$ cat config.mk
export PLATFORM = sky130hd
export DESIGN_NAME = audio_peak_to_peak_level_meter
export DESIGN_NICKNAME = d
export VERILOG_FILES = /design/src/hw/rtl/plm_pkg.sv /design/src/hw/rtl/plm_ram.sv /design/src/hw/rtl/plm_ctrl.sv /design/src/hw/rtl/plm_dp.sv /design/src/hw/rtl/audio_peak_to_peak_level_meter.sv
export SDC_FILE = /design/constraint.sdc
export NUM_CORES = 2
export LEC_CHECK = 0
export CORE_MARGIN = 2
export CORE_UTILIZATION = 40
export DETAILED_ROUTE_END_ITERATION = 8
export DONT_BUFFER_PORTS = 1
export GPL_TIMING_DRIVEN = 0
export SETUP_SLACK_MARGIN = 0.15
export SLEW_MARGIN = 0
export SYNTH_ARGS = -nofsm -noshare
export SYNTH_HDL_FRONTEND = slang
export SYNTH_SLANG_ARGS = --single-unit
$ cat constraint.sdc
create_clock -name i_clk -period 14.16 [get_ports i_clk]
set_input_delay 1.416 -clock i_clk [delete_from_list [all_inputs] [get_ports i_clk]]
set_output_delay 1.416 -clock i_clk [all_outputs]
set_load 0.05 [all_outputs]
$ cat src/hw/rtl/plm_pkg.sv
`default_nettype none

package plm_pkg;

    localparam int SAMPLE_W = 8;
    localparam int TICK_W   = 6;
    localparam int OP_W     = 2;

    localparam logic [OP_W-1:0] OP_STORE   = 2'd0;
    localparam logic [OP_W-1:0] OP_TICK    = 2'd1;
    localparam logic [OP_W-1:0] OP_RESTART = 2'd2;

    localparam logic [SAMPLE_W-1:0] SAMPLE_MAX = '1;
    localparam int DECAY_PERIOD = 4;

    typedef struct packed {
        logic [OP_W-1:0]     operation;
        logic [SAMPLE_W-1:0] sample;
        logic [TICK_W-1:0]   tick_count;
    } t_in_word;

    typedef struct packed {
        logic [SAMPLE_W-1:0] level;
        logic [SAMPLE_W-1:0] peak;
    } t_out_word;

    typedef enum logic [2:0] {
        ST_CLEAR,
        ST_IDLE,
        ST_SCAN,
        ST_DRAIN,
        ST_FIN
    } t_state;

    typedef struct packed {
        logic clr;
        logic store;
        logic restart;
        logic scan_start;
        logic scan_rd;
        logic fold;
        logic finish;
    } t_dp_cmd;

    typedef struct packed {
        logic clr_last;
        logic scan_last;
    } t_dp_status;

endpackage

`default_nettype wire

$ cat src/hw/rtl/plm_ram.sv
`default_nettype none

module plm_ram #(
    parameter int WIDTH = 8,
    parameter int DEPTH = 256
) (
    input  wire logic                     i_clk,
    input  wire logic                     i_wr_en,
    input  wire logic [$clog2(DEPTH)-1:0] i_wr_addr,
    input  wire logic [WIDTH-1:0]         i_wr_data,
    input  wire logic [$clog2(DEPTH)-1:0] i_rd_addr,
    output logic      [WIDTH-1:0]         o_rd_data
);

    logic [WIDTH-1:0] r_mem [DEPTH];

    always_ff @(posedge i_clk) begin
        if (i_wr_en) begin
            r_mem[i_wr_addr] <= i_wr_data;
        end
        o_rd_data <= r_mem[i_rd_addr];
    end

endmodule

`default_nettype wire

$ cat src/hw/rtl/plm_ctrl.sv
`default_nettype none

module plm_ctrl (
    input  wire logic                      i_clk,
    input  wire logic                      i_rst_n,
    input  wire logic                      i_valid,
    input  wire logic [plm_pkg::OP_W-1:0]  i_op,
    output logic                           o_stall,
    output logic                           o_valid,
    input  wire logic                      i_stall,
    output plm_pkg::t_dp_cmd               o_cmd,
    input  wire plm_pkg::t_dp_status       i_status
);

    import plm_pkg::*;

    t_state r_state;
    t_state n_state;
    logic   r_fold;
    logic   r_out_valid;
    logic   n_out_valid;
    logic   out_free;

    assign out_free = !r_out_valid || !i_stall;

    always_comb begin
        n_state = r_state;
        unique case (r_state)
            ST_CLEAR: begin
                if (i_status.clr_last) begin
                    n_state = ST_IDLE;
                end
            end
            ST_IDLE: begin
                if (i_valid && i_op == OP_TICK) begin
                    n_state = ST_SCAN;
                end
            end
            ST_SCAN: begin
                if (i_status.scan_last) begin
                    n_state = ST_DRAIN;
                end
            end
            ST_DRAIN: begin
                n_state = ST_FIN;
            end
            ST_FIN: begin
                if (out_free) begin
                    n_state = ST_IDLE;
                end
            end
            default: begin
                n_state = ST_CLEAR;
            end
        endcase
    end

    always_comb begin
        o_cmd      = '0;
        o_cmd.fold = r_fold;
        o_stall    = 1'b1;
        unique case (r_state)
            ST_CLEAR: begin
                o_cmd.clr = 1'b1;
            end
            ST_IDLE: begin
                o_stall = 1'b0;
                if (i_valid) begin
                    unique case (i_op)
                        OP_STORE:   o_cmd.store      = 1'b1;
                        OP_TICK:    o_cmd.scan_start = 1'b1;
                        OP_RESTART: o_cmd.restart    = 1'b1;
                        default:    ;
                    endcase
                end
            end
            ST_SCAN: begin
                o_cmd.scan_rd = 1'b1;
            end
            ST_DRAIN: ;
            ST_FIN: begin
                o_cmd.finish = out_free;
            end
            default: ;
        endcase
    end

    assign n_out_valid = o_cmd.finish || (r_out_valid && i_stall);
    assign o_valid     = r_out_valid;

    always_ff @(posedge i_clk) begin
        if (!i_rst_n) begin
            r_state     <= ST_CLEAR;
            r_fold      <= 1'b0;
            r_out_valid <= 1'b0;
        end else begin
            r_state     <= n_state;
            r_fold      <= o_cmd.scan_rd;
            r_out_valid <= n_out_valid;
        end
    end

endmodule

`default_nettype wire

$ cat src/hw/rtl/plm_dp.sv
`default_nettype none

module plm_dp #(
    parameter int RING_DEPTH = 256,
    parameter int WINDOW_LEN = 125
) (
    input  wire logic                i_clk,
    input  wire logic                i_rst_n,
    input  wire plm_pkg::t_in_word   i_word,
    input  wire plm_pkg::t_dp_cmd    i_cmd,
    output plm_pkg::t_dp_status      o_status,
    output plm_pkg::t_out_word       o_word
);

    import plm_pkg::*;

    localparam int IDX_W = $clog2(RING_DEPTH);
    localparam int CNT_W = $clog2(WINDOW_LEN + 1);
    localparam logic [IDX_W-1:0] IDX_LAST = IDX_W'(RING_DEPTH - 1);

    logic [IDX_W-1:0]    r_wr_idx;
    logic [IDX_W-1:0]    r_clr_addr;
    logic [IDX_W-1:0]    r_rd_addr;
    logic [CNT_W-1:0]    r_cnt;
    logic [SAMPLE_W-1:0] r_lo;
    logic [SAMPLE_W-1:0] r_hi;
    logic [SAMPLE_W-1:0] r_peak;
    logic                r_decay;
    t_out_word           r_out;

    logic                ram_we;
    logic [IDX_W-1:0]    ram_wa;
    logic [SAMPLE_W-1:0] ram_wd;
    logic [SAMPLE_W-1:0] ram_q;
    logic [SAMPLE_W-1:0] level;
    logic [SAMPLE_W-1:0] peak_up;

    function automatic logic [IDX_W-1:0] idx_next(input logic [IDX_W-1:0] idx);
        return (idx == IDX_LAST) ? '0 : idx + IDX_W'(1);
    endfunction

    function automatic logic [IDX_W-1:0] idx_prev(input logic [IDX_W-1:0] idx);
        return (idx == '0) ? IDX_LAST : idx - IDX_W'(1);
    endfunction

    assign ram_we = i_cmd.clr || i_cmd.store;
    assign ram_wa = i_cmd.clr ? r_clr_addr : r_wr_idx;
    assign ram_wd = i_cmd.clr ? '0 : i_word.sample;

    plm_ram #(
        .WIDTH (SAMPLE_W),
        .DEPTH (RING_DEPTH)
    ) u_ring (
        .i_clk     (i_clk),
        .i_wr_en   (ram_we),
        .i_wr_addr (ram_wa),
        .i_wr_data (ram_wd),
        .i_rd_addr (r_rd_addr),
        .o_rd_data (ram_q)
    );

    assign o_status.clr_last  = (r_clr_addr == IDX_LAST);
    assign o_status.scan_last = (r_cnt == CNT_W'(1));

    assign level   = (r_hi >= r_lo) ? r_hi - r_lo : '0;
    assign peak_up = (level > r_peak) ? level : r_peak;

    always_ff @(posedge i_clk) begin
        if (!i_rst_n) begin
            r_wr_idx   <= '0;
            r_clr_addr <= '0;
            r_peak     <= '0;
        end else begin
            if (i_cmd.clr) begin
                r_clr_addr <= idx_next(r_clr_addr);
            end
            if (i_cmd.store) begin
                r_wr_idx <= idx_next(r_wr_idx);
            end else if (i_cmd.restart) begin
                r_wr_idx <= '0;
            end
            if (i_cmd.finish) begin
                r_peak <= (peak_up != '0 && r_decay) ? peak_up - SAMPLE_W'(1) : peak_up;
            end
        end
    end

    always_ff @(posedge i_clk) begin
        if (i_cmd.scan_start) begin
            r_rd_addr <= idx_prev(r_wr_idx);
            r_cnt     <= CNT_W'(WINDOW_LEN);
            r_lo      <= SAMPLE_MAX;
            r_hi      <= '0;
            r_decay   <= ((i_word.tick_count % DECAY_PERIOD) == 0);
        end else begin
            if (i_cmd.scan_rd) begin
                r_rd_addr <= idx_prev(r_rd_addr);
                r_cnt     <= r_cnt - CNT_W'(1);
            end
            if (i_cmd.fold) begin
                if (ram_q < r_lo) begin
                    r_lo <= ram_q;
                end
                if (ram_q > r_hi) begin
                    r_hi <= ram_q;
                end
            end
        end
        if (i_cmd.finish) begin
            r_out.level <= level;
            r_out.peak  <= peak_up;
        end
    end

    assign o_word = r_out;

endmodule

`default_nettype wire

$ cat src/hw/rtl/audio_peak_to_peak_level_meter.sv
// store and restart words are taken while idle; unused operation codes are taken and dropped
// a tick word makes one ring read per window entry through the single read port, then waits
// for the last read data, then forms the result
// the result sits in an output register; store and restart words are taken while it waits
// reset is synchronous, active low; afterwards the ring is cleared one entry per cycle,
// all RING_DEPTH entries, with the input stalled
`default_nettype none

module audio_peak_to_peak_level_meter #(
    parameter int RING_DEPTH = 256,
    parameter int WINDOW_LEN = 125
) (
    input  wire logic                i_clk,
    input  wire logic                i_rst_n,
    input  wire logic                i_valid,
    input  wire plm_pkg::t_in_word   i_word,
    output logic                     o_stall,
    output logic                     o_valid,
    output plm_pkg::t_out_word       o_word,
    input  wire logic                i_stall
);

    import plm_pkg::*;

    t_dp_cmd    cmd;
    t_dp_status status;

    plm_ctrl u_ctrl (
        .i_clk    (i_clk),
        .i_rst_n  (i_rst_n),
        .i_valid  (i_valid),
        .i_op     (i_word.operation),
        .o_stall  (o_stall),
        .o_valid  (o_valid),
        .i_stall  (i_stall),
        .o_cmd    (cmd),
        .i_status (status)
    );

    plm_dp #(
        .RING_DEPTH (RING_DEPTH),
        .WINDOW_LEN (WINDOW_LEN)
    ) u_dp (
        .i_clk    (i_clk),
        .i_rst_n  (i_rst_n),
        .i_word   (i_word),
        .i_cmd    (cmd),
        .o_status (status),
        .o_word   (o_word)
    );

    assert property (@(posedge i_clk) disable iff (!i_rst_n)
        o_valid |-> o_word.peak >= o_word.level)
        else $error("peak below level");

    assert property (@(posedge i_clk) disable iff (!i_rst_n)
        cmd.finish |=> o_valid)
        else $error("result not presented");

    assert property (@(posedge i_clk) disable iff (!i_rst_n)
        $onehot0({cmd.clr, cmd.store, cmd.restart, cmd.scan_start, cmd.scan_rd, cmd.finish}))
        else $error("conflicting datapath commands");

endmodule

`default_nettype wire
==> results summary <==
The iteration count of the initial detailed-routing pass came out at 5. The achievable frequency came out at 172 MHz. The share of total power dissipated in the clock network is 0.437. The combinational power share is 0.016. The final-report setup violation count is 0. By area the synthesized netlist is led by sky130_fd_sc_hd__edfxtp_1 (74%), sky130_fd_sc_hd__mux4_2 (18%), sky130_fd_sc_hd__dfxtp_1 (1.4%), sky130_fd_sc_hd__nor2_1 (1.4%), sky130_fd_sc_hd__clkbuf_1 (0.63%). The post-synthesis instance area came out at 0.0839 mm2. The maximum ir drop on the vdd rail came out at 0.000119 V. The area of the multi-input gates is 0.0194 mm2. The first-pass GRT wire length came out at 316 mm. For this run, the register share of the synthesized area comes to 0.756. The filler cells instantiated in the layout total 17500. The sequential power share came out at 0.547. The data arrival time of the critical path is 6.48 ns. The synthesized netlist cell count came out at 3834. After routing the design area is 0.0949 mm2. The max-slew headroom at the worst pin is -0.0383.

The worst-case clock buffer depth came out at 3. In this run the remaining antenna-violating nets after routing total 0. The main flop type after synthesis is sky130_fd_sc_hd__edfxtp_1. The run finished, with violations left. The proportion of total power due to net switching is 0.207. Setup repair after global routing left no endpoint under its margin. The count of input and output buffers came out at 0. The checks that failed: capacitance limit, slew limit.

The post-synthesis cell type count is 62. The critical path in this run is classified as reg2reg. The placed instances occupy a cell area of 0.0881 mm2. Once the clock tree was built, the setup fixing pass inserted 0 buffers. The register area is 0.0635 mm2. The largest driver fanout on the critical path is 10. The overall via count from detail_route came out at 41200. The number of gates resized after CTS was 0. The layout overhead on the synthesized area came out at 13.1%. The hold buffer count at cts came out at 0. The required time reported for the critical path endpoint came out at 14.81 ns. The placement row count is 168. The number of synthesized register bits is 2133.

The global route total overflow is 0. On the final layout, the worst clock skew is 0.0537 ns. Leaving out fill and tap cells, the most frequent cells in the layout are sky130_fd_sc_hd__edfxtp_1 (2073), sky130_fd_sc_hd__mux4_2 (672), sky130_fd_sc_hd__nor2_1 (312). In this run the power spent charging and discharging nets is 2.59 mW. Leaving out fill and tap cells, the most frequent cell in the layout is sky130_fd_sc_hd__edfxtp_1.

The actual slew at the worst max-slew pin is 1.56 ns. During synthesis, Yosys emitted a total of 0 warnings. The floorplan die width came out at 462 um. Across the run, the number of max-cap violations was 2. The worst setup path is captured at a register.

The number of global-route vias before repair came out at 40600. The number of H-tree levels is 4. The tightest min-delay check is of the reg2reg type.

The synthesized design contains 2073 enable-type register cells. Dividing the final minimum period by the clock period gives 0.411. The hold violation count in the final report is 0. Counting every net in the synthesized netlist gives 3896. The leakage power total is 31.1 nW.

The worst hold slack across all endpoints came out at 0.484 ns. Of all flip-flops after synthesis, the portion carrying an async set or reset was 0. The area of the die is 0.213 mm2. Counting every sink on the clock net gives 2133. Summed over all nets, the half-perimeter wirelength after detailed placement is 151 mm. The overall global routing resource usage came out at 0.212.

The final net count is 4139. CTS placed an instance of sky130_fd_sc_hd__clkbuf_16 at the clock tree root. Each instance of the synthesized netlist takes up on average 21.9 um2.

The placer congestion estimate came out at 0.860. Clock tree synthesis inserted a total of 213 buffers. The initial utilization of the core area, before any placement, comes to 0.401. The remaining design rule violation count is 0. The number of antenna violations at the first check in global routing is 10. The CTS clock-pin slew for the worst setup and hold paths came out at 0.06 ns. Summed over all instances, the cell type with the most area after synthesis is sky130_fd_sc_hd__edfxtp_1. The wire length reported by the detailed router is 226 mm. The count of routing violations after the opening detailed-route iteration came out at 5146.

The post-route setup TNS came out at 0 ns. The top cell type's share of synthesized area came out at 0.742. After detailed routing, the average wire length per cell comes to 32.0 um.

The clock latency reported for the late side of the worst-skew pair is 0.88 ns. The I/O pin count is 38. The worst path in the final design needs a cycle of 5.82 ns, including I/O delays and setup. In this run the vertical extent of the chip is 462 um. The number of pins with negative max-slew slack in the final report is 21.

Internal power comes to 9.92 mW. The TritonCTS clock tree is done. The critical path launch point type is a register. The routed via count divided by cell count is 5.83.

The ratio of total power to cell area came out at 132 mW/mm2. The core region is 0.209 mm2. The ratio of cells with drive above 1 in the final layout is 0.256. Entering global routing, the biggest net connects 85 pins.
==> cell families (layout without fill, tap and decap cells) <==
kind of cell               after synthesis  in the layout  share of synthesized area
buffers and inverters                  263            682                     0.0122
xor gates and xnor gates                27             27                    0.00282
muxes                                  688            688                      0.182
and+or+nand+nor                        532            532                     0.0276
AOI/OAI and AO/OA                      149            149                     0.0122
adders and majority gates               42             42                    0.00635
DFF                                   2133           2133                      0.756
other                                    0             10                          0
==> metal layers <==
metal | global-route usage | part of all wire | wire [um]
met1 | 0.298 | 0.41 | 92400
met2 | 0.330 | 0.47 | 107000
met3 | 0.0468 | 0.086 | 19600
met4 | 0.0672 | 0.031 | 6950
met5 | 0 | 0.00012 | 27
==> registers in the layout, indices dropped and copies added, names as in the netlist, 3 cells and up <==
name / count
u_dp.r_peak: 8
u_ctrl.r_state: 3
u_dp.r_cnt: 7
u_dp.u_ring.r_mem: 2048
u_dp.o_word: 16
u_dp.r_clr_addr: 8
u_dp.r_wr_idx: 8
u_dp.r_hi: 8
u_dp.r_rd_addr: 8
u_dp.u_ring.o_rd_data: 8
u_dp.r_lo: 8
==> power groups by stage <==
stage / clock network [mW] / logic (mW) / registers [mW]
3_5_place_dp: 0 / 0.196 / 6.97
2_1_floorplan: 0 / 0.131 / 6.97
3_3_place_gp: 0 / 0.194 / 6.97
5_1_grt: 5.78 / 0.219 / 6.84
4_1_cts: 5.54 / 0.198 / 6.84
6_report: 5.47 / 0.202 / 6.84
==> synth_stat cells, types with 9 or more instances <==
library cell,count
sky130_fd_sc_hd__buf_2,28
sky130_fd_sc_hd__inv_1,45
sky130_fd_sc_hd__xnor2_1,11
sky130_fd_sc_hd__nor3_1,13
sky130_fd_sc_hd__a22oi_1,23
sky130_fd_sc_hd__and2_1,14
sky130_fd_sc_hd__nand2_1,87
sky130_fd_sc_hd__nor2_1,312
sky130_fd_sc_hd__o21ai_0,33
sky130_fd_sc_hd__o31ai_1,12
sky130_fd_sc_hd__nand3b_1,16
sky130_fd_sc_hd__mux2i_1,15
sky130_fd_sc_hd__edfxtp_1,2073
sky130_fd_sc_hd__ha_1,41
sky130_fd_sc_hd__xor2_1,16
sky130_fd_sc_hd__nand2b_1,11
sky130_fd_sc_hd__buf_1,47
sky130_fd_sc_hd__dfxtp_1,60
sky130_fd_sc_hd__nand3_1,35
sky130_fd_sc_hd__clkbuf_1,140
sky130_fd_sc_hd__mux4_2,672
sky130_fd_sc_hd__a31oi_1,9
sky130_fd_sc_hd__a21oi_1,25
==> critical path, stage by stage, from the launching register on <==
cell,delay (ns)
sky130_fd_sc_hd__edfxtp_1,0.43
sky130_fd_sc_hd__clkbuf_1,1.01
sky130_fd_sc_hd__clkbuf_1,0.80
sky130_fd_sc_hd__buf_1,1.11
sky130_fd_sc_hd__mux4_2,0.43
sky130_fd_sc_hd__mux4_2,0.52
sky130_fd_sc_hd__mux4_2,0.61
sky130_fd_sc_hd__a22oi_1,0.41
sky130_fd_sc_hd__nand2_1,0.25
==> path summary, 6_finish.rpt <==
| path | from | to | slack (ns) | depth (start not counted) |
|---|---|---|---|---|
| setup reg to reg | u_dp.r_rd_addr[1] | u_dp.u_ring.o_rd_data[5] | 8.34 | 8 |
| hold reg to reg | u_dp.r_lo[5] | u_dp.r_lo[5] | 0.48 | 2 |
| hold / removal | u_dp.r_lo[5] | u_dp.r_lo[5] | 0.48 | 2 |
| setup / recovery | u_dp.r_rd_addr[1] | u_dp.u_ring.o_rd_data[5] | 8.34 | 8 |
==> layout make-up <==
class | count | area share
well taps | 2805 | 0.0370
flip-flops and latches | 2133 | 0.669
clock buffers | 256 | 0.0586
diodes | 10 | 0.000264
plain buffers | 215 | 0.00934
repair buffers | 28 | 0.00700
multi-input cells | 1438 | 0.205
clock inverters | 135 | 0.0124
inverters | 48 | 0.00190
==> stage by stage <==
stage	std cells	total power, mW	utilization	worst slack, ns
floorplan	3834	7.10	-	8.58
detailed placement	6667	7.17	0.422	8.47
global route	7058	12.8	0.454	8.33
finish	7068	12.5	0.454	8.34
CTS	7058	12.6	0.454	8.44
global placement	6639	7.17	0.418	3.58
Power figures use the tool's default switching activity.
